## config.mk

```make
export PLATFORM = sky130hd
export DESIGN_NAME = column_run_tracker_top_flat
export DESIGN_NICKNAME = d
export VERILOG_FILES = /design/src/rtl/core/crt_pkg.sv /design/src/rtl/core/crt_pix_if.sv /design/src/rtl/core/crt_res_if.sv /design/src/rtl/core/crt_cfg_if.sv /design/src/rtl/core/crt_claims.sv /design/src/rtl/core/crt_out_stage.sv /design/src/rtl/core/crt_core.sv /design/src/rtl/core/column_run_tracker_top.sv /design/src/flat_wrapper.sv
export SDC_FILE = /design/constraint.sdc
export NUM_CORES = 2
export LEC_CHECK = 0
export BUFFER_PORTS_ARGS = -buffer_cell sky130_fd_sc_hd__buf_2
export CORE_MARGIN = 3
export CORE_UTILIZATION = 27
export CTS_BUF_LIST = sky130_fd_sc_hd__clkbuf_8 sky130_fd_sc_hd__clkbuf_16
export DETAILED_ROUTE_END_ITERATION = 16
export GPL_ROUTABILITY_DRIVEN = 0
export SLEW_MARGIN = 20
export SYNTH_ARGS = -nofsm -noshare
export SYNTH_HDL_FRONTEND = slang
export SYNTH_SLANG_ARGS = --single-unit
```

## constraint.sdc

```tcl
create_clock -name clk -period 7.1 [get_ports clk]
set_input_delay 0.71 -clock clk [delete_from_list [all_inputs] [get_ports clk]]
set_output_delay 0.71 -clock clk [all_outputs]
set_load 0.05 [all_outputs]
```

## src/rtl/core/crt_pkg.sv

```systemverilog
// Package for the column run tracker: shared widths, register indexes,
// state and command types, and the saturating counter helper.
// No dependencies.
package crt_pkg;

    localparam int LABEL_W   = 16;
    localparam int FRAMES_W  = 16;
    localparam int COLUMN_W  = 16;
    localparam int TOL_W     = 12;
    localparam int CFG_IDX_W = 4;
    localparam int CFG_DAT_W = 16;

    // Result kinds.
    localparam logic KIND_RUN = 1'b0;
    localparam logic KIND_END = 1'b1;

    // Configuration register indexes.
    typedef enum logic [CFG_IDX_W-1:0] {
        REG_DOWN_TOL   = 4'd0,
        REG_MIN_FRAMES = 4'd1
    } crt_reg_t;

    // Sequencer states.
    typedef enum logic [3:0] {
        S_IDLE,
        S_SCAN_RD,
        S_SCAN_EV,
        S_CLOSE_WR,
        S_P1_RD,
        S_P1_EV,
        S_P2_RD,
        S_P2_EV,
        S_P3_RD,
        S_P3_EV,
        S_FLUSH
    } crt_state_t;

    // Commands to the claim table.
    typedef struct packed {
        logic take;
        logic release_old;
        logic clear;
    } claim_cmd_t;

    // Commands to the output stage and its status.
    typedef struct packed {
        logic push;
        logic flush;
    } out_cmd_t;

    typedef struct packed {
        logic can_push;
        logic hold_valid;
    } out_stat_t;

    function automatic logic [15:0] sat16_inc(input logic [15:0] v);
        return (v == 16'hFFFF) ? v : v + 16'd1;
    endfunction

endpackage

```

## src/rtl/core/crt_pix_if.sv

```systemverilog
// Pixel input channel of the column run tracker.
// Depends on nothing.
interface crt_pix_if;
    logic valid;
    logic ready;
    logic pixel;
    logic column_end;
    logic image_end;

    modport source (output valid, pixel, column_end, image_end, input ready);
    modport sink   (input valid, pixel, column_end, image_end, output ready);
endinterface

```

## src/rtl/core/crt_res_if.sv

```systemverilog
// Result output channel of the column run tracker.
// Depends on crt_pkg for field widths.
interface crt_res_if #(
    parameter int ROW_BITS = 12
);
    logic                          valid;
    logic                          ready;
    logic                          kind;
    logic [crt_pkg::LABEL_W-1:0]   label;
    logic [ROW_BITS-1:0]           top;
    logic [ROW_BITS-1:0]           bottom;
    logic [crt_pkg::COLUMN_W-1:0]  column;
    logic [crt_pkg::FRAMES_W-1:0]  frames;
    logic                          last;

    modport source (output valid, kind, label, top, bottom, column, frames, last,
                    input ready);
    modport sink   (input valid, kind, label, top, bottom, column, frames, last,
                    output ready);
endinterface

```

## src/rtl/core/crt_cfg_if.sv

```systemverilog
// Configuration write channel of the column run tracker.
// Depends on crt_pkg for index and data widths.
interface crt_cfg_if;
    logic                           valid;
    logic                           ready;
    logic [crt_pkg::CFG_IDX_W-1:0]  index;
    logic [crt_pkg::CFG_DAT_W-1:0]  data;

    modport source (output valid, index, data, input ready);
    modport sink   (input valid, index, data, output ready);
endinterface

```

## src/rtl/core/crt_claims.sv

```systemverilog
// Claim table: for each run of the previous column, whether a run of the
// current column holds it, which one, and at what distance. Uses crt_pkg.
module crt_claims #(
    parameter int MAX_RUNS = 16,
    parameter int ROW_BITS = 12,
    parameter int IDX_W    = 4
) (
    input  logic                          clk,
    input  logic                          rst_n,
    input  crt_pkg::claim_cmd_t           cmd,
    input  logic [IDX_W-1:0]              set_idx,
    input  logic [IDX_W-1:0]              set_owner,
    input  logic [ROW_BITS-1:0]           set_dist,
    input  logic [IDX_W-1:0]              rel_idx,
    input  logic [IDX_W-1:0]              q_idx,
    output logic                          q_used,
    output logic [IDX_W-1:0]              q_owner,
    output logic [ROW_BITS-1:0]           q_dist
);
    import crt_pkg::*;

    logic                used_reg  [MAX_RUNS];
    logic [IDX_W-1:0]    owner_reg [MAX_RUNS];
    logic [ROW_BITS-1:0] dist_reg  [MAX_RUNS];

    // Claimed flags: cleared at once at column end.
    always_ff @(posedge clk or negedge rst_n)
    begin
        if (!rst_n)
        begin
            for (int e = 0; e < MAX_RUNS; e++)
            begin
                used_reg[e] <= 1'b0;
            end
        end
        else
        begin
            for (int e = 0; e < MAX_RUNS; e++)
            begin
                if (cmd.clear)
                begin
                    used_reg[e] <= 1'b0;
                end
                else if (cmd.take && set_idx == IDX_W'(e))
                begin
                    used_reg[e] <= 1'b1;
                end
                else if (cmd.release_old && rel_idx == IDX_W'(e))
                begin
                    used_reg[e] <= 1'b0;
                end
            end
        end
    end

    // Owner and distance of each claim.
    always_ff @(posedge clk)
    begin
        for (int e = 0; e < MAX_RUNS; e++)
        begin
            if (cmd.take && set_idx == IDX_W'(e))
            begin
                owner_reg[e] <= set_owner;
                dist_reg[e]  <= set_dist;
            end
        end
    end

    assign q_used  = used_reg[q_idx];
    assign q_owner = owner_reg[q_idx];
    assign q_dist  = dist_reg[q_idx];

endmodule

```

## src/rtl/core/crt_out_stage.sv

```systemverilog
// Output stage: a hold register that keeps the newest result back until it
// is known whether it is the last of its column, then the output register.
// Uses crt_pkg and the result channel interface.
module crt_out_stage #(
    parameter int ROW_BITS = 12
) (
    input  logic                            clk,
    input  logic                            rst_n,
    input  crt_pkg::out_cmd_t               cmd,
    output crt_pkg::out_stat_t              stat,
    input  logic                            cand_kind,
    input  logic [crt_pkg::LABEL_W-1:0]     cand_label,
    input  logic [ROW_BITS-1:0]             cand_top,
    input  logic [ROW_BITS-1:0]             cand_bottom,
    input  logic [crt_pkg::COLUMN_W-1:0]    cand_column,
    input  logic [crt_pkg::FRAMES_W-1:0]    cand_frames,
    crt_res_if.source                       results
);
    import crt_pkg::*;

    logic                 hold_valid_reg;
    logic                 out_valid_reg;
    logic                 hold_kind_reg;
    logic [LABEL_W-1:0]   hold_label_reg;
    logic [ROW_BITS-1:0]  hold_top_reg;
    logic [ROW_BITS-1:0]  hold_bottom_reg;
    logic [COLUMN_W-1:0]  hold_column_reg;
    logic [FRAMES_W-1:0]  hold_frames_reg;
    logic                 out_kind_reg;
    logic [LABEL_W-1:0]   out_label_reg;
    logic [ROW_BITS-1:0]  out_top_reg;
    logic [ROW_BITS-1:0]  out_bottom_reg;
    logic [COLUMN_W-1:0]  out_column_reg;
    logic [FRAMES_W-1:0]  out_frames_reg;
    logic                 out_last_reg;
    logic                 slot_free;
    logic                 do_push;
    logic                 do_flush;
    logic                 move_hold;

    assign slot_free = !out_valid_reg || results.ready;
    assign stat.can_push   = !hold_valid_reg || slot_free;
    assign stat.hold_valid = hold_valid_reg;
    assign do_push   = cmd.push && stat.can_push;
    assign do_flush  = cmd.flush && hold_valid_reg && slot_free;
    assign move_hold = (do_push && hold_valid_reg) || do_flush;

    // Valid flags of both registers.
    always_ff @(posedge clk or negedge rst_n)
    begin
        if (!rst_n)
        begin
            hold_valid_reg <= 1'b0;
            out_valid_reg  <= 1'b0;
        end
        else
        begin
            if (do_push)
            begin
                hold_valid_reg <= 1'b1;
            end
            else if (do_flush)
            begin
                hold_valid_reg <= 1'b0;
            end
            if (move_hold)
            begin
                out_valid_reg <= 1'b1;
            end
            else if (results.ready)
            begin
                out_valid_reg <= 1'b0;
            end
        end
    end

    // Payload: the hold register moves out, marked last only on a flush.
    always_ff @(posedge clk)
    begin
        if (do_push)
        begin
            hold_kind_reg   <= cand_kind;
            hold_label_reg  <= cand_label;
            hold_top_reg    <= cand_top;
            hold_bottom_reg <= cand_bottom;
            hold_column_reg <= cand_column;
            hold_frames_reg <= cand_frames;
        end
        if (move_hold)
        begin
            out_kind_reg   <= hold_kind_reg;
            out_label_reg  <= hold_label_reg;
            out_top_reg    <= hold_top_reg;
            out_bottom_reg <= hold_bottom_reg;
            out_column_reg <= hold_column_reg;
            out_frames_reg <= hold_frames_reg;
            out_last_reg   <= do_flush;
        end
    end

    assign results.valid  = out_valid_reg;
    assign results.kind   = out_kind_reg;
    assign results.label  = out_label_reg;
    assign results.top    = out_top_reg;
    assign results.bottom = out_bottom_reg;
    assign results.column = out_column_reg;
    assign results.frames = out_frames_reg;
    assign results.last   = out_last_reg;

endmodule

```

## src/rtl/core/crt_core.sv

```systemverilog
// Tracker core: row counting, the match scan over the previous-run memory,
// the current-run memory and the column-end report passes.
// Uses crt_pkg, crt_claims, crt_out_stage and the channel interfaces.
module crt_core #(
    parameter int MAX_RUNS = 16,
    parameter int ROW_BITS = 12
) (
    input  logic                          clk,
    input  logic                          rst_n,
    input  logic [crt_pkg::TOL_W-1:0]     down_tol,
    input  logic [crt_pkg::FRAMES_W-1:0]  min_frames,
    crt_pix_if.sink                       pixels,
    crt_res_if.source                     results
);
    import crt_pkg::*;

    localparam int CNT_W      = $clog2(MAX_RUNS + 1);
    localparam int IDX_W      = (MAX_RUNS > 1) ? $clog2(MAX_RUNS) : 1;
    localparam int PREV_DEPTH = 2 * (1 << IDX_W);
    localparam int DW         = (ROW_BITS > TOL_W) ? ROW_BITS : TOL_W;

    typedef struct packed {
        logic [ROW_BITS-1:0] top;
        logic [ROW_BITS-1:0] bottom;
        logic [LABEL_W-1:0]  label;
        logic [FRAMES_W-1:0] frames;
    } run_ent_t;

    typedef struct packed {
        run_ent_t         run;
        logic [IDX_W-1:0] cidx;
        logic             has;
    } cur_ent_t;

    crt_state_t           state_reg, state_next;
    logic                 in_run_reg;
    logic [ROW_BITS-1:0]  row_reg;
    logic [ROW_BITS-1:0]  run_start_reg;
    logic [ROW_BITS-1:0]  close_top_reg;
    logic [ROW_BITS-1:0]  close_bot_reg;
    logic [COLUMN_W-1:0]  column_reg;
    logic [LABEL_W-1:0]   label_cnt_reg;
    logic [CNT_W-1:0]     prev_count_reg;
    logic [CNT_W-1:0]     cur_count_reg;
    logic [CNT_W-1:0]     idx_reg;
    logic                 bank_reg;
    logic                 best_valid_reg;
    logic [ROW_BITS-1:0]  best_reg;
    logic                 kr_has_reg;
    logic [IDX_W-1:0]     kr_idx_reg;
    logic [LABEL_W-1:0]   kr_label_reg;
    logic [FRAMES_W-1:0]  kr_frames_reg;
    logic                 col_end_reg;
    logic                 img_end_reg;

    run_ent_t             prev_mem [PREV_DEPTH];
    run_ent_t             prev_q;
    run_ent_t             prev_wd;
    logic [IDX_W:0]       prev_ra;
    logic [IDX_W:0]       prev_wa;
    logic                 prev_we;
    cur_ent_t             cur_mem [MAX_RUNS];
    cur_ent_t             cur_q;
    cur_ent_t             cur_wd;
    logic                 cur_we;

    logic                 acc;
    logic                 closing;
    logic                 moved_down;
    logic [ROW_BITS-1:0]  ad;
    logic                 take;
    logic                 used;
    logic [LABEL_W-1:0]   fresh_label;
    logic                 idx_clr;
    logic                 idx_inc;
    logic                 wrap;
    logic                 lbl_bump;
    claim_cmd_t           claim_cmd;
    logic [IDX_W-1:0]     q_idx;
    logic                 cl_used;
    logic [IDX_W-1:0]     cl_owner;
    logic [ROW_BITS-1:0]  cl_dist;
    out_cmd_t             out_cmd;
    out_stat_t            out_stat;
    logic                 cand_kind;
    logic [LABEL_W-1:0]   cand_label;
    logic [FRAMES_W-1:0]  cand_frames;
    logic [ROW_BITS-1:0]  cand_top;
    logic [ROW_BITS-1:0]  cand_bottom;

    assign pixels.ready = (state_reg == S_IDLE);
    assign acc          = pixels.valid && pixels.ready;
    assign closing      = in_run_reg && !pixels.pixel;

    // Distance between the closed run and the previous run being scanned.
    assign moved_down = close_top_reg > prev_q.top;
    assign ad = moved_down ? (close_top_reg - prev_q.top) : (prev_q.top - close_top_reg);
    assign take = !(moved_down && (DW'(ad) > DW'(down_tol)))
               && !(best_valid_reg && ad > best_reg)
               && (!cl_used || ad < cl_dist);

    // A current run keeps its match only if its claim was not taken away.
    assign used = cur_q.has && cl_used && (cl_owner == idx_reg[IDX_W-1:0]);
    assign fresh_label = sat16_inc(label_cnt_reg);

    // Memory addresses: the old bank holds the previous column's runs.
    assign prev_wa = {~bank_reg, idx_reg[IDX_W-1:0]};
    assign prev_wd = '{top: cur_q.run.top, bottom: cur_q.run.bottom,
                       label: cand_label, frames: cand_frames};
    assign cur_wd  = '{run: '{top: close_top_reg, bottom: close_bot_reg,
                              label: kr_label_reg, frames: kr_frames_reg},
                       cidx: kr_idx_reg, has: kr_has_reg};

    always_comb
    begin
        if (state_reg == S_P3_RD || state_reg == S_P3_EV)
        begin
            prev_ra = {~bank_reg, idx_reg[IDX_W-1:0]};
        end
        else
        begin
            prev_ra = {bank_reg, idx_reg[IDX_W-1:0]};
        end
    end

    // Previous-run memory, two banks, one read and one write port.
    always_ff @(posedge clk)
    begin
        if (prev_we)
        begin
            prev_mem[prev_wa] <= prev_wd;
        end
        prev_q <= prev_mem[prev_ra];
    end

    // Current-run memory.
    always_ff @(posedge clk)
    begin
        if (cur_we)
        begin
            cur_mem[cur_count_reg[IDX_W-1:0]] <= cur_wd;
        end
        cur_q <= cur_mem[idx_reg[IDX_W-1:0]];
    end

    // Candidate result: a current run in the first pass, else a stored run.
    always_comb
    begin
        if (state_reg == S_P1_EV)
        begin
            cand_kind   = KIND_RUN;
            cand_top    = cur_q.run.top;
            cand_bottom = cur_q.run.bottom;
            cand_label  = used ? cur_q.run.label : fresh_label;
            cand_frames = used ? cur_q.run.frames : '0;
        end
        else
        begin
            cand_kind   = KIND_END;
            cand_top    = prev_q.top;
            cand_bottom = prev_q.bottom;
            cand_label  = prev_q.label;
            cand_frames = prev_q.frames;
        end
    end

    // Sequencer: next state and strobes.
    always_comb
    begin
        state_next = state_reg;
        claim_cmd  = '0;
        out_cmd    = '0;
        q_idx      = idx_reg[IDX_W-1:0];
        prev_we    = 1'b0;
        cur_we     = 1'b0;
        idx_clr    = 1'b0;
        idx_inc    = 1'b0;
        wrap       = 1'b0;
        lbl_bump   = 1'b0;
        unique case (state_reg)
            S_IDLE:
            begin
                idx_clr = acc;
                if (acc && closing && cur_count_reg < CNT_W'(MAX_RUNS))
                begin
                    state_next = (prev_count_reg != '0) ? S_SCAN_RD : S_CLOSE_WR;
                end
                else if (acc && pixels.column_end)
                begin
                    state_next = S_P1_RD;
                end
            end
            S_SCAN_RD:
            begin
                state_next = S_SCAN_EV;
            end
            S_SCAN_EV:
            begin
                claim_cmd.take        = take;
                claim_cmd.release_old = take && kr_has_reg;
                idx_inc = 1'b1;
                if (idx_reg + 1'b1 == prev_count_reg)
                begin
                    state_next = S_CLOSE_WR;
                end
                else
                begin
                    state_next = S_SCAN_RD;
                end
            end
            S_CLOSE_WR:
            begin
                cur_we  = 1'b1;
                idx_clr = 1'b1;
                state_next = col_end_reg ? S_P1_RD : S_IDLE;
            end
            S_P1_RD:
            begin
                if (idx_reg == cur_count_reg)
                begin
                    idx_clr    = 1'b1;
                    state_next = S_P2_RD;
                end
                else
                begin
                    state_next = S_P1_EV;
                end
            end
            S_P1_EV:
            begin
                q_idx        = cur_q.cidx;
                out_cmd.push = 1'b1;
                if (out_stat.can_push)
                begin
                    prev_we    = 1'b1;
                    lbl_bump   = !used;
                    idx_inc    = 1'b1;
                    state_next = S_P1_RD;
                end
            end
            S_P2_RD:
            begin
                if (idx_reg == prev_count_reg)
                begin
                    idx_clr    = 1'b1;
                    state_next = img_end_reg ? S_P3_RD : S_FLUSH;
                end
                else
                begin
                    state_next = S_P2_EV;
                end
            end
            S_P2_EV:
            begin
                out_cmd.push = !cl_used && (prev_q.frames > min_frames);
                if (!out_cmd.push || out_stat.can_push)
                begin
                    idx_inc    = 1'b1;
                    state_next = S_P2_RD;
                end
            end
            S_P3_RD:
            begin
                state_next = (idx_reg == cur_count_reg) ? S_FLUSH : S_P3_EV;
            end
            S_P3_EV:
            begin
                out_cmd.push = prev_q.frames > min_frames;
                if (!out_cmd.push || out_stat.can_push)
                begin
                    idx_inc    = 1'b1;
                    state_next = S_P3_RD;
                end
            end
            S_FLUSH:
            begin
                out_cmd.flush = 1'b1;
                if (!out_stat.hold_valid)
                begin
                    wrap            = 1'b1;
                    claim_cmd.clear = 1'b1;
                    state_next      = S_IDLE;
                end
            end
            default:
            begin
                state_next = S_IDLE;
            end
        endcase
    end

    always_ff @(posedge clk or negedge rst_n)
    begin
        if (!rst_n)
        begin
            state_reg <= S_IDLE;
        end
        else
        begin
            state_reg <= state_next;
        end
    end

    // Control registers.
    always_ff @(posedge clk or negedge rst_n)
    begin
        if (!rst_n)
        begin
            in_run_reg     <= 1'b0;
            row_reg        <= '0;
            run_start_reg  <= '0;
            column_reg     <= COLUMN_W'(1);
            label_cnt_reg  <= '0;
            prev_count_reg <= '0;
            cur_count_reg  <= '0;
            idx_reg        <= '0;
            bank_reg       <= 1'b0;
            best_valid_reg <= 1'b0;
            kr_has_reg     <= 1'b0;
            col_end_reg    <= 1'b0;
            img_end_reg    <= 1'b0;
        end
        else
        begin
            if (acc)
            begin
                col_end_reg    <= pixels.column_end;
                img_end_reg    <= pixels.column_end && pixels.image_end;
                kr_has_reg     <= 1'b0;
                best_valid_reg <= 1'b0;
                if (pixels.column_end)
                begin
                    in_run_reg    <= 1'b0;
                    row_reg       <= '0;
                    run_start_reg <= '0;
                end
                else
                begin
                    in_run_reg <= pixels.pixel;
                    if (!in_run_reg && pixels.pixel)
                    begin
                        run_start_reg <= row_reg;
                    end
                    if (row_reg != {ROW_BITS{1'b1}})
                    begin
                        row_reg <= row_reg + 1'b1;
                    end
                end
            end
            if (claim_cmd.take)
            begin
                best_valid_reg <= 1'b1;
                kr_has_reg     <= 1'b1;
            end
            if (idx_clr)
            begin
                idx_reg <= '0;
            end
            else if (idx_inc)
            begin
                idx_reg <= idx_reg + 1'b1;
            end
            if (cur_we)
            begin
                cur_count_reg <= cur_count_reg + 1'b1;
            end
            if (lbl_bump)
            begin
                label_cnt_reg <= fresh_label;
            end
            // Column wrap-up: the new bank becomes the previous column.
            if (wrap)
            begin
                bank_reg      <= ~bank_reg;
                cur_count_reg <= '0;
                if (img_end_reg)
                begin
                    prev_count_reg <= '0;
                    column_reg     <= COLUMN_W'(1);
                    label_cnt_reg  <= '0;
                end
                else
                begin
                    prev_count_reg <= cur_count_reg;
                    column_reg     <= sat16_inc(column_reg);
                end
            end
        end
    end

    // Closed run geometry and the best match found so far.
    always_ff @(posedge clk)
    begin
        if (acc && closing)
        begin
            close_top_reg <= run_start_reg;
            close_bot_reg <= row_reg;
        end
        if (claim_cmd.take)
        begin
            best_reg      <= ad;
            kr_idx_reg    <= idx_reg[IDX_W-1:0];
            kr_label_reg  <= prev_q.label;
            kr_frames_reg <= sat16_inc(prev_q.frames);
        end
    end

    crt_claims #(
        .MAX_RUNS (MAX_RUNS),
        .ROW_BITS (ROW_BITS),
        .IDX_W    (IDX_W)
    ) u_claims (
        .clk       (clk),
        .rst_n     (rst_n),
        .cmd       (claim_cmd),
        .set_idx   (idx_reg[IDX_W-1:0]),
        .set_owner (cur_count_reg[IDX_W-1:0]),
        .set_dist  (ad),
        .rel_idx   (kr_idx_reg),
        .q_idx     (q_idx),
        .q_used    (cl_used),
        .q_owner   (cl_owner),
        .q_dist    (cl_dist)
    );

    crt_out_stage #(
        .ROW_BITS (ROW_BITS)
    ) u_out_stage (
        .clk         (clk),
        .rst_n       (rst_n),
        .cmd         (out_cmd),
        .stat        (out_stat),
        .cand_kind   (cand_kind),
        .cand_label  (cand_label),
        .cand_top    (cand_top),
        .cand_bottom (cand_bottom),
        .cand_column (column_reg),
        .cand_frames (cand_frames),
        .results     (results)
    );

endmodule

```

## src/rtl/core/column_run_tracker_top.sv

```systemverilog
// Top level of the column run tracker: configuration registers and the core.
// Uses crt_pkg, crt_core and the channel interfaces.
//
//   channel  | dir | payload                                     | flow
//   pixels   | in  | pixel, column_end, image_end                | valid/ready
//   results  | out | kind, label, top, bottom, column, frames,last | valid/ready
//   cfg      | in  | index, data                                 | valid/ready
//
// A pixel beat that ends neither a run nor a column keeps the sequencer idle.
// A beat that ends a run starts the match scan, which reads the previous-run
// memory one entry per read and evaluate state pair. A column end adds the
// report passes (current runs, previous runs, and current runs again on the
// last column), which share that memory port.
// Reset needs no clearing pass; results stall the report passes only.
module column_run_tracker_top #(
    parameter int MAX_RUNS = 16,
    parameter int ROW_BITS = 12
) (
    input  logic       clk,
    input  logic       rst_n,
    crt_pix_if.sink    pixels,
    crt_res_if.source  results,
    crt_cfg_if.sink    cfg
);
    import crt_pkg::*;

    logic [TOL_W-1:0]    down_tol_reg;
    logic [FRAMES_W-1:0] min_frames_reg;

    assign cfg.ready = 1'b1;

    // Register writes; unknown indexes are dropped.
    always_ff @(posedge clk or negedge rst_n)
    begin
        if (!rst_n)
        begin
            down_tol_reg   <= TOL_W'(10);
            min_frames_reg <= FRAMES_W'(5);
        end
        else if (cfg.valid)
        begin
            unique case (cfg.index)
                REG_DOWN_TOL:   down_tol_reg   <= cfg.data[TOL_W-1:0];
                REG_MIN_FRAMES: min_frames_reg <= cfg.data[FRAMES_W-1:0];
                default:        ;
            endcase
        end
    end

    crt_core #(
        .MAX_RUNS (MAX_RUNS),
        .ROW_BITS (ROW_BITS)
    ) u_core (
        .clk        (clk),
        .rst_n      (rst_n),
        .down_tol   (down_tol_reg),
        .min_frames (min_frames_reg),
        .pixels     (pixels),
        .results    (results)
    );

endmodule

```

## src/flat_wrapper.sv

```systemverilog
// flat-port wrapper written by rule: the top's interface ports become plain ports
module column_run_tracker_top_flat import crt_pkg::*;
#(
    parameter int MAX_RUNS = 16,
    parameter int ROW_BITS = 12
)
  (clk, rst_n, pixels_valid, pixels_pixel, pixels_column_end, pixels_image_end, pixels_ready, results_valid, results_kind, results_label, results_top, results_bottom, results_column, results_frames, results_last, results_ready, cfg_valid, cfg_index, cfg_data, cfg_ready);
  crt_pix_if pixels_i ();
  crt_res_if #(.ROW_BITS(ROW_BITS)) results_i ();
  crt_cfg_if cfg_i ();
  input  logic clk;
  input  logic rst_n;
  input wire logic [$bits(pixels_i.valid)-1:0] pixels_valid;
  input wire logic [$bits(pixels_i.pixel)-1:0] pixels_pixel;
  input wire logic [$bits(pixels_i.column_end)-1:0] pixels_column_end;
  input wire logic [$bits(pixels_i.image_end)-1:0] pixels_image_end;
  output wire logic [$bits(pixels_i.ready)-1:0] pixels_ready;
  output wire logic [$bits(results_i.valid)-1:0] results_valid;
  output wire logic [$bits(results_i.kind)-1:0] results_kind;
  output wire logic [$bits(results_i.label)-1:0] results_label;
  output wire logic [$bits(results_i.top)-1:0] results_top;
  output wire logic [$bits(results_i.bottom)-1:0] results_bottom;
  output wire logic [$bits(results_i.column)-1:0] results_column;
  output wire logic [$bits(results_i.frames)-1:0] results_frames;
  output wire logic [$bits(results_i.last)-1:0] results_last;
  input wire logic [$bits(results_i.ready)-1:0] results_ready;
  input wire logic [$bits(cfg_i.valid)-1:0] cfg_valid;
  input wire logic [$bits(cfg_i.index)-1:0] cfg_index;
  input wire logic [$bits(cfg_i.data)-1:0] cfg_data;
  output wire logic [$bits(cfg_i.ready)-1:0] cfg_ready;
  assign pixels_i.valid = pixels_valid;
  assign pixels_i.pixel = pixels_pixel;
  assign pixels_i.column_end = pixels_column_end;
  assign pixels_i.image_end = pixels_image_end;
  assign pixels_ready = pixels_i.ready;
  assign results_valid = results_i.valid;
  assign results_kind = results_i.kind;
  assign results_label = results_i.label;
  assign results_top = results_i.top;
  assign results_bottom = results_i.bottom;
  assign results_column = results_i.column;
  assign results_frames = results_i.frames;
  assign results_last = results_i.last;
  assign results_i.ready = results_ready;
  assign cfg_i.valid = cfg_valid;
  assign cfg_i.index = cfg_index;
  assign cfg_i.data = cfg_data;
  assign cfg_ready = cfg_i.ready;
  column_run_tracker_top #(.MAX_RUNS(MAX_RUNS), .ROW_BITS(ROW_BITS)) u_core (.clk(clk), .rst_n(rst_n), .pixels(pixels_i), .results(results_i), .cfg(cfg_i));
endmodule
```

======== Yosys cells after proc, flatten, opt, wreduce, memory -nomap -nowiden ========
Memory sizes are Yosys's and may differ from the RTL's. A register that Yosys moved wholly into a read port is not among the register bits.
Index checks and enable logic that the tools add are counted.
word-level totals
  bits in registers ....................... 345
  bits in writable memories ............... 3,024
  input port bits ......................... 28
  output and inout port bits .............. 77
  word-level logic and storage cells ...... 500
  memories ................................ 4
memories
  name                              words  bits a word  rd ports  clocked after memory_dff  write ports  RTL line          RTL
  u_core.u_core.prev_mem            32     56           1         1                         1            crt_core.sv:56    run_ent_t prev_mem [PREV_DEPTH];
  u_core.u_core.cur_mem             16     61           1         1                         1            crt_core.sv:62    cur_ent_t cur_mem [MAX_RUNS];
  u_core.u_core.u_claims.dist_reg   16     12           1         0                         1            crt_claims.sv:24  logic [ROW_BITS-1:0] dist_reg [MAX_RUNS];
  u_core.u_core.u_claims.owner_reg  16     4            1         0                         1            crt_claims.sv:23  logic [IDX_W-1:0] owner_reg [MAX_RUNS];
operators by class
  add/sub/neg operators ................... 8
  $lt $le $gt $ge ......................... 7
  equality and inequality tests ........... 55
  mux-type cells .......................... 240
  bitwise logic cells ..................... 2
  reduce and logical (&&, ||, !) cells .... 132
operators by type and width
  operator               count
  $mux 12                22
  $mux 4                 53
  $reduce_or 12->1       15
  $mux 16                11
  $mux 1                 136
  $eq 4x4->1 const B     19
  $reduce_or 4->1        15
  $logic_and 1x1->1      51
  $add 16x1->16 const B  3
  $eq 16x16->1 const B   3
  $eq 4x3->1 const B     12
  $reduce_bool 3->1      16
  $pmux 4 s11            1
  $gt 12x12->1           3
  $mux 5                 6
  $eq 4x2->1 const B     6
  $sub 12x12->12         2
  $eq 4x1->1 const B     4
  $gt 16x16->1           1
  $logic_not 4->1        4
  $eq 5x5->1             3
  $reduce_bool 2->1      7
  $add 12x1->12 const B  1
  $lt 12x12->1           1
  other kinds (20)       49

======== Longest topological paths before layout ========
  depth after elaboration ................. 30
  mapped depth ............................ 26
  mapped depth without buffers ............ 24

======== Cells and area by module ========
From an unflattened synthesis, not the netlist that was laid out.
unflattened totals
  cells, all modules ...................... 6,643
  area, all modules ....................... 133,984.8 um^2
modules (own cells, without submodules)
  module                  instances  cells an instance  area each (um^2)  seq. area each (um^2)
  crt_core                1          5,918              117,798.0         89,627.2
  crt_claims              1          500                10,516.3          8,087.8
  crt_out_stage           1          161                4,535.6           4,464.3
  column_run_tracker_top  1          64                 1,134.8           705.7

======== Least setup slack after synthesis ========
No wires, ideal clock.
  path kind ............................... flip-flop to flip-flop
  from .................................... register u_core.u_core.close_top_reg[0]
  to ...................................... register u_core.u_core.u_claims.used_reg[13] (netlist bit)
  library setup time ...................... 130 ps
  arrival time ............................ 6,863 ps
  required time ........................... 6,970 ps
  slack ................................... 107 ps
  cell stages (with the launch flop) ...... 25
  path buffers ............................ 2
  period minus slack after synthesis ...... 6,993 ps
  cell sequence ........................... edfxtp_1 -> inv_1 -> ha_1 -> inv_1 -> fa_1 -> a21o_1 -> a21o_1 -> a21oi_1 -> o21ai_0 -> nand2b_1 -> nand2_1 -> clkbuf_1 -> mux2i_1 -> xnor2_1 -> ha_1 -> a21o_1 -> a2111o_1 -> nor3b_1 -> o2111ai_1 -> o211ai_1 -> a21oi_1 -> nor2b_1 -> clkbuf_1 -> a31o_1 -> o21ai_0
RTL lines
  what                           RTL line          RTL
  start, declared                crt_core.sv:39    logic [ROW_BITS-1:0] close_top_reg;
  start signal, assigned         crt_core.sv:396   close_top_reg <= run_start_reg;
  end signal, assigned by index  crt_claims.sv:33  used_reg[e] <= 1'b0;
  end signal, assigned by index  crt_claims.sv:42  used_reg[e] <= 1'b0;
  end signal, assigned by index  crt_claims.sv:46  used_reg[e] <= 1'b1;
  end, declared                  crt_claims.sv:22  logic used_reg [MAX_RUNS];

======== Worst setup path after layout ========
  from .................................... register u_core.u_core.close_top_reg[2]
  to ...................................... memory u_core.u_core.u_claims.dist_reg[9][8], enable pin
between the ends
  longest elaborated chain between the ends .. 27
  elaborated cells between the ends (all ways) .. 108
  classes of those cells .................. add/sub: 2; order compare: 4; mux: 64; reduce/logical: 38
RTL lines
  what                                                             RTL line                        RTL
  $sub 12x12->12 or $gt 12x12->1 (tied branches)                   crt_core.sv:97, crt_core.sv:96
  $mux 12 (*)                                                      crt_core.sv:97                  assign ad = moved_down ? (close_top_reg - prev_q.top) : (prev_q.top - close_top_reg);
  via u_core.u_core.ad[9]                                          crt_core.sv:70                  logic [ROW_BITS-1:0] ad;
  $gt 12x12->1, on equally long branches                           crt_core.sv:98, crt_core.sv:99
  $logic_and 1x1->1, on equally long branches                      crt_core.sv:98, crt_core.sv:99
  $logic_not 1->1, on equally long branches                        crt_core.sv:98, crt_core.sv:99
  $logic_and 1x1->1                                                crt_core.sv:99                  && !(best_valid_reg && ad > best_reg)
  $logic_and 1x1->1 (*)                                            crt_core.sv:100                 && (!cl_used || ad < cl_dist);
  $mux 2 (*)                                                       crt_core.sv:180                 unique case (state_reg)
  $logic_and 1x1->1                                                crt_claims.sv:61                if (cmd.take && set_idx == IDX_W'(e))
  $mux 1                                                           crt_claims.sv:61
  $mux 1 (implied by the code)                                     crt_claims.sv:64                dist_reg[e] <= set_dist;
  $reduce_or 12->1 (no source line)                                n/a
  $mux 4 (no source line) or $mux 1 (tied branches) (15 in a row)  n/a
  end, declared                                                    crt_claims.sv:24
Mark *: on every way through the listed nets, which the timed path passes. The rest lies on a longest branch.

==> metrics.md <==
| Metric | Value |
|---|---|
| Tcrit/Tclk final | 92.6% |
| Syn Area/Cell | 22.2 µm² |
| Place WS | 614 ps |
| Final Util | 31.6% |
| Max Freq | 152 MHz |
| Drt first pass iters | 7 |
| First-pass GRT wire length | 495 mm |
| Status | finished, final reports clean |
| Crit-path max FO | 19 |
| Worst Path Required | 7660 ps |
| Power per cell area | 384 nW/µm² |
| Period minus WS final | 6580 ps |
| PnR worst setup slack | 524 ps |
| WL final | 347 mm |
| Total gr overflow | 0 |
| Layout Skew | 64.2 ps |
| Syn Nets | 6129 |
| Crit path cell chain | inv_1 -> ha_1 -> a21o_1 -> a21o_1 -> a21oi_1 -> o21ai_0 -> nand2b_1 -> nand2_1 -> buf_4 -> mux2i_1 -> nand2_1 -> o311ai_0 -> xor2_1 -> buf_4 -> ha_1 -> a21o_1 -> a21o_1 -> a2111oi_0 -> o221a_2 -> nor2b_4 -> nand2_1 -> nor2_1 -> buf_4 |
| Final HPWL DP | 192 mm |
| Slowest cell on crit path | edfxtp_1 |
| Crit start category | flip-flop |
| Switch Pwr | 17.4 mW |
| DR vias/cell | 4.83 |
| Num Clock Sinks | 3486 |
| Worst Min Path Start | cfg_data[15] |
| Initial antenna violation count | 10 |
| Final setup violating endpoints | 0 |
| Crit path launch | u_core.u_core.close_top_reg[2]$_DFFE_PP_ |
| Int Pwr | 42.1 mW |
| Slew @ Worst Pin | 1090 ps |
| GRT Resource Usage Total | 13.5% |
| Drt wl/cell | 26.3 µm |
| IO buf count | 103 |
| Detail Route Antenna Nets | 0 |
| CP dominant cell by count | a21o_1 |
| Comb power frac | 21.7% |
| CP max stage delay | 680 ps |
| Row count | 257 |
| Final setup TNS | 0 ps |
| Worst-Skew Late Latency | 940 ps |
| Root Buffer | clkbuf_16 |
| First DRT Iteration DRCs | 7839 |
| Die height | 708 µm |
| Fraction of layout cells with a size suffix above 1 | 29.0% |
| CTS tree | built |
| Num CTS Buffers | 350 |
| Clock power frac | 30.5% |
| Prevailing post-synth register cell | edfxtp_1 |
| Mapped Area | 133000 µm² |
| Critical path data arrival time | 7140 ps |
| FILL cells | 46313 |
| Total I/O pin count | 105 |
| Post-cts sizing count | 0 |
| Chip width | 708 µm |
| Slew headroom | 27.3% |
| Maximum VDD drop | 0.000279 V |
| Critical R2R Launch | u_core.u_core.close_top_reg[2]$_DFFE_PP_ |
| WHS | 70.6 ps |
| Clock buffer depth | 4 |
| Pleak | 48.8 nW |
| CTS clock-pin slew for the worst setup and hold paths | 60 ps |
| Post-synth EDFFs | 3243 |
| Post-route DRC | 0 |
| Yosys warning count | 0 |
| Fin nets | 6526 |
| Max-Cap Viols | 0 |
| Worst hold-check path type | in2reg |
| Largest net degree at the start of global routing | 130 |
| Via count | 63690 |
| #FFs+latches synth | 3486 |
| Area growth from synthesis to layout | 16.3% |
| Storage element area | 103000 µm² |
| Die area | 502000 µm² |
| CP endpoint kind | flip-flop |
| Fin. max-slew vios | 0 |
| Core area | 491000 µm² |
| Largest register FFs | 1792 |
| Initial Util | 27.1% |
| FFs w/ async S/R, synth | 3.61% |
| Sw frac | 29.2% |
| Vias in the first global route | 65488 |
| Post-Synthesis Cells | 6013 |
| Fin. Hold Viols | 0 |
| Unrepaired setup endpoints after global routing | false |
| Sequential area share after synthesis | 77.2% |
| H-tree Lvls | 5 |
| Library cells used by synthesis | 70 |
| Sequential Power Share | 47.8% |
| CP Class | reg2reg |
| Multi-input logic area | 29400 µm² |
[cells in the final DEF, fill, tap and decap left out, types with 42 or more instances in the layout]
cell type	instances
a21o_1	46
a21oi_1	42
buf_12	48
buf_2	102
buf_4	175
clkbuf_16	353
clkinv_1	55
clkinv_2	63
dfrtp_1	117
dfxtp_1	104
edfxtp_1	3243
ha_1	86
inv_1	166
mux2_2	78
mux2i_1	55
mux4_2	912
nand2_1	263
nand3_1	68
nor2_1	85
o21ai_0	81
[kinds of logic after synthesis]
logic type      synth area share, %
compound gates                 1.40
xor+xnor                      0.513
fa+ha+maj                     0.838
buf+inv                        1.12
flops                          77.2
mux                            16.6
other cells                 0.00282
simple gates                   2.32
[critical path: cells and delay by family, from the launching register on]
family | cells | cell delay [ps]
compound gates | 9 | 2110
xor+xnor | 1 | 320
fa+ha+maj | 2 | 710
simple gates | 6 | 1230
flops | 1 | 680
buf+inv | 4 | 940
mux | 1 | 220
[timing repair]
item,CTS,global route
hold endpoints to repair,63,0
setup buffers,0,0
setup endpoints to repair,0,0
hold buffers,4,0
[layout make-up]
type | instances | area share, %
Timing Repair Buffer | 335 | 1.87
Clock inverter | 267 | 1.41
Clock buffer | 371 | 5.86
Sequential cell | 3486 | 66.4
Inverter | 85 | 0.208
Antenna cell | 4 | 0.00646
Multi-Input combinational cell | 2152 | 19.0
Tap cell | 6475 | 5.23
[power by group through the flow]
| stage | clock network, mW | logic [mW] | registers [mW] |
|---|---|---|---|
| CTS | 18.5 | 13.1 | 28.5 |
| detailed placement | 0 | 13.0 | 28.9 |
| finish | 18.1 | 12.9 | 28.5 |
| global placement | 0 | 12.8 | 28.7 |
| global route | 19.3 | 13.9 | 28.7 |
| floorplan | 0 | 8.58 | 28.1 |
[routing by layer]
| layer | track usage, % | vias up | part of all wire, % |
|---|---|---|---|
| li1 | - | 25850 | - |
| met1 | 18.2 | 34777 | 41 |
| met2 | 22.7 | 2552 | 50 |
| met3 | 2.02 | 511 | 6.5 |
| met4 | 3.62 | 0 | 2.6 |
| met5 | 0 | - | 0 |
[synth_stat cells (11+ instances only)]
cell type / instances / area share (%)
nand2_1: 264 / 0.74
edfxtp_1: 3243 / 73
a21oi_1: 42 / 0.16
mux2i_1: 55 / 0.41
inv_1: 84 / 0.24
nand4_1: 39 / 0.18
clkbuf_1: 195 / 0.55
nand2b_1: 15 / 0.070
a22o_1: 12 / 0.079
and2_1: 12 / 0.056
nor2b_1: 14 / 0.066
nor2_1: 109 / 0.31
o21ai_0: 81 / 0.30
buf_1: 72 / 0.20
xor2_1: 39 / 0.26
nand3_1: 68 / 0.26
nor3_1: 42 / 0.16
mux2_2: 78 / 0.66
a22oi_1: 13 / 0.073
dfrtp_1: 121 / 2.3
a31oi_1: 11 / 0.052
or3_1: 15 / 0.070
ha_1: 86 / 0.81
and4_1: 11 / 0.072
dfxtp_1: 117 / 1.8
a21o_1: 47 / 0.26
mux4_2: 912 / 15
and3_1: 20 / 0.094
xnor2_1: 39 / 0.26
[final timing paths]
| kind | to | depth (start not counted) | slack, ps |
|---|---|---|---|
| min in group asynchronous | u_core.down_tol_reg[10]$_DFFE_PN0P_ | 2 | 410 |
| min | u_core.min_frames_reg[15]$_DFFE_PN0P_ | 2 | 70 |
| max reg2reg | u_core.u_core.u_claims.dist_reg[9][8]$_DFFE_PP_ | 23 | 520 |
| min reg2reg | u_core.u_core.u_out_stage.results.column[7]$_DFFE_PP_ | 0 | 390 |
| max in group asynchronous | u_core.u_core.label_cnt_reg[10]$_DFF_PN0_ | 3 | 5190 |
| max | u_core.u_core.u_claims.dist_reg[9][8]$_DFFE_PP_ | 23 | 520 |
[metrics by stage]
stage | instance area, µm² | cells | power (mW)
floorplan | 133000 | 6013 | 36.7
global route | 155000 | 13172 | 61.9
CTS | 155000 | 13168 | 60.1
finish | 155000 | 13175 | 59.5
global placement | 143000 | 12524 | 41.5
detailed placement | 144000 | 12526 | 41.9
Power figures use the tool's default switching activity.
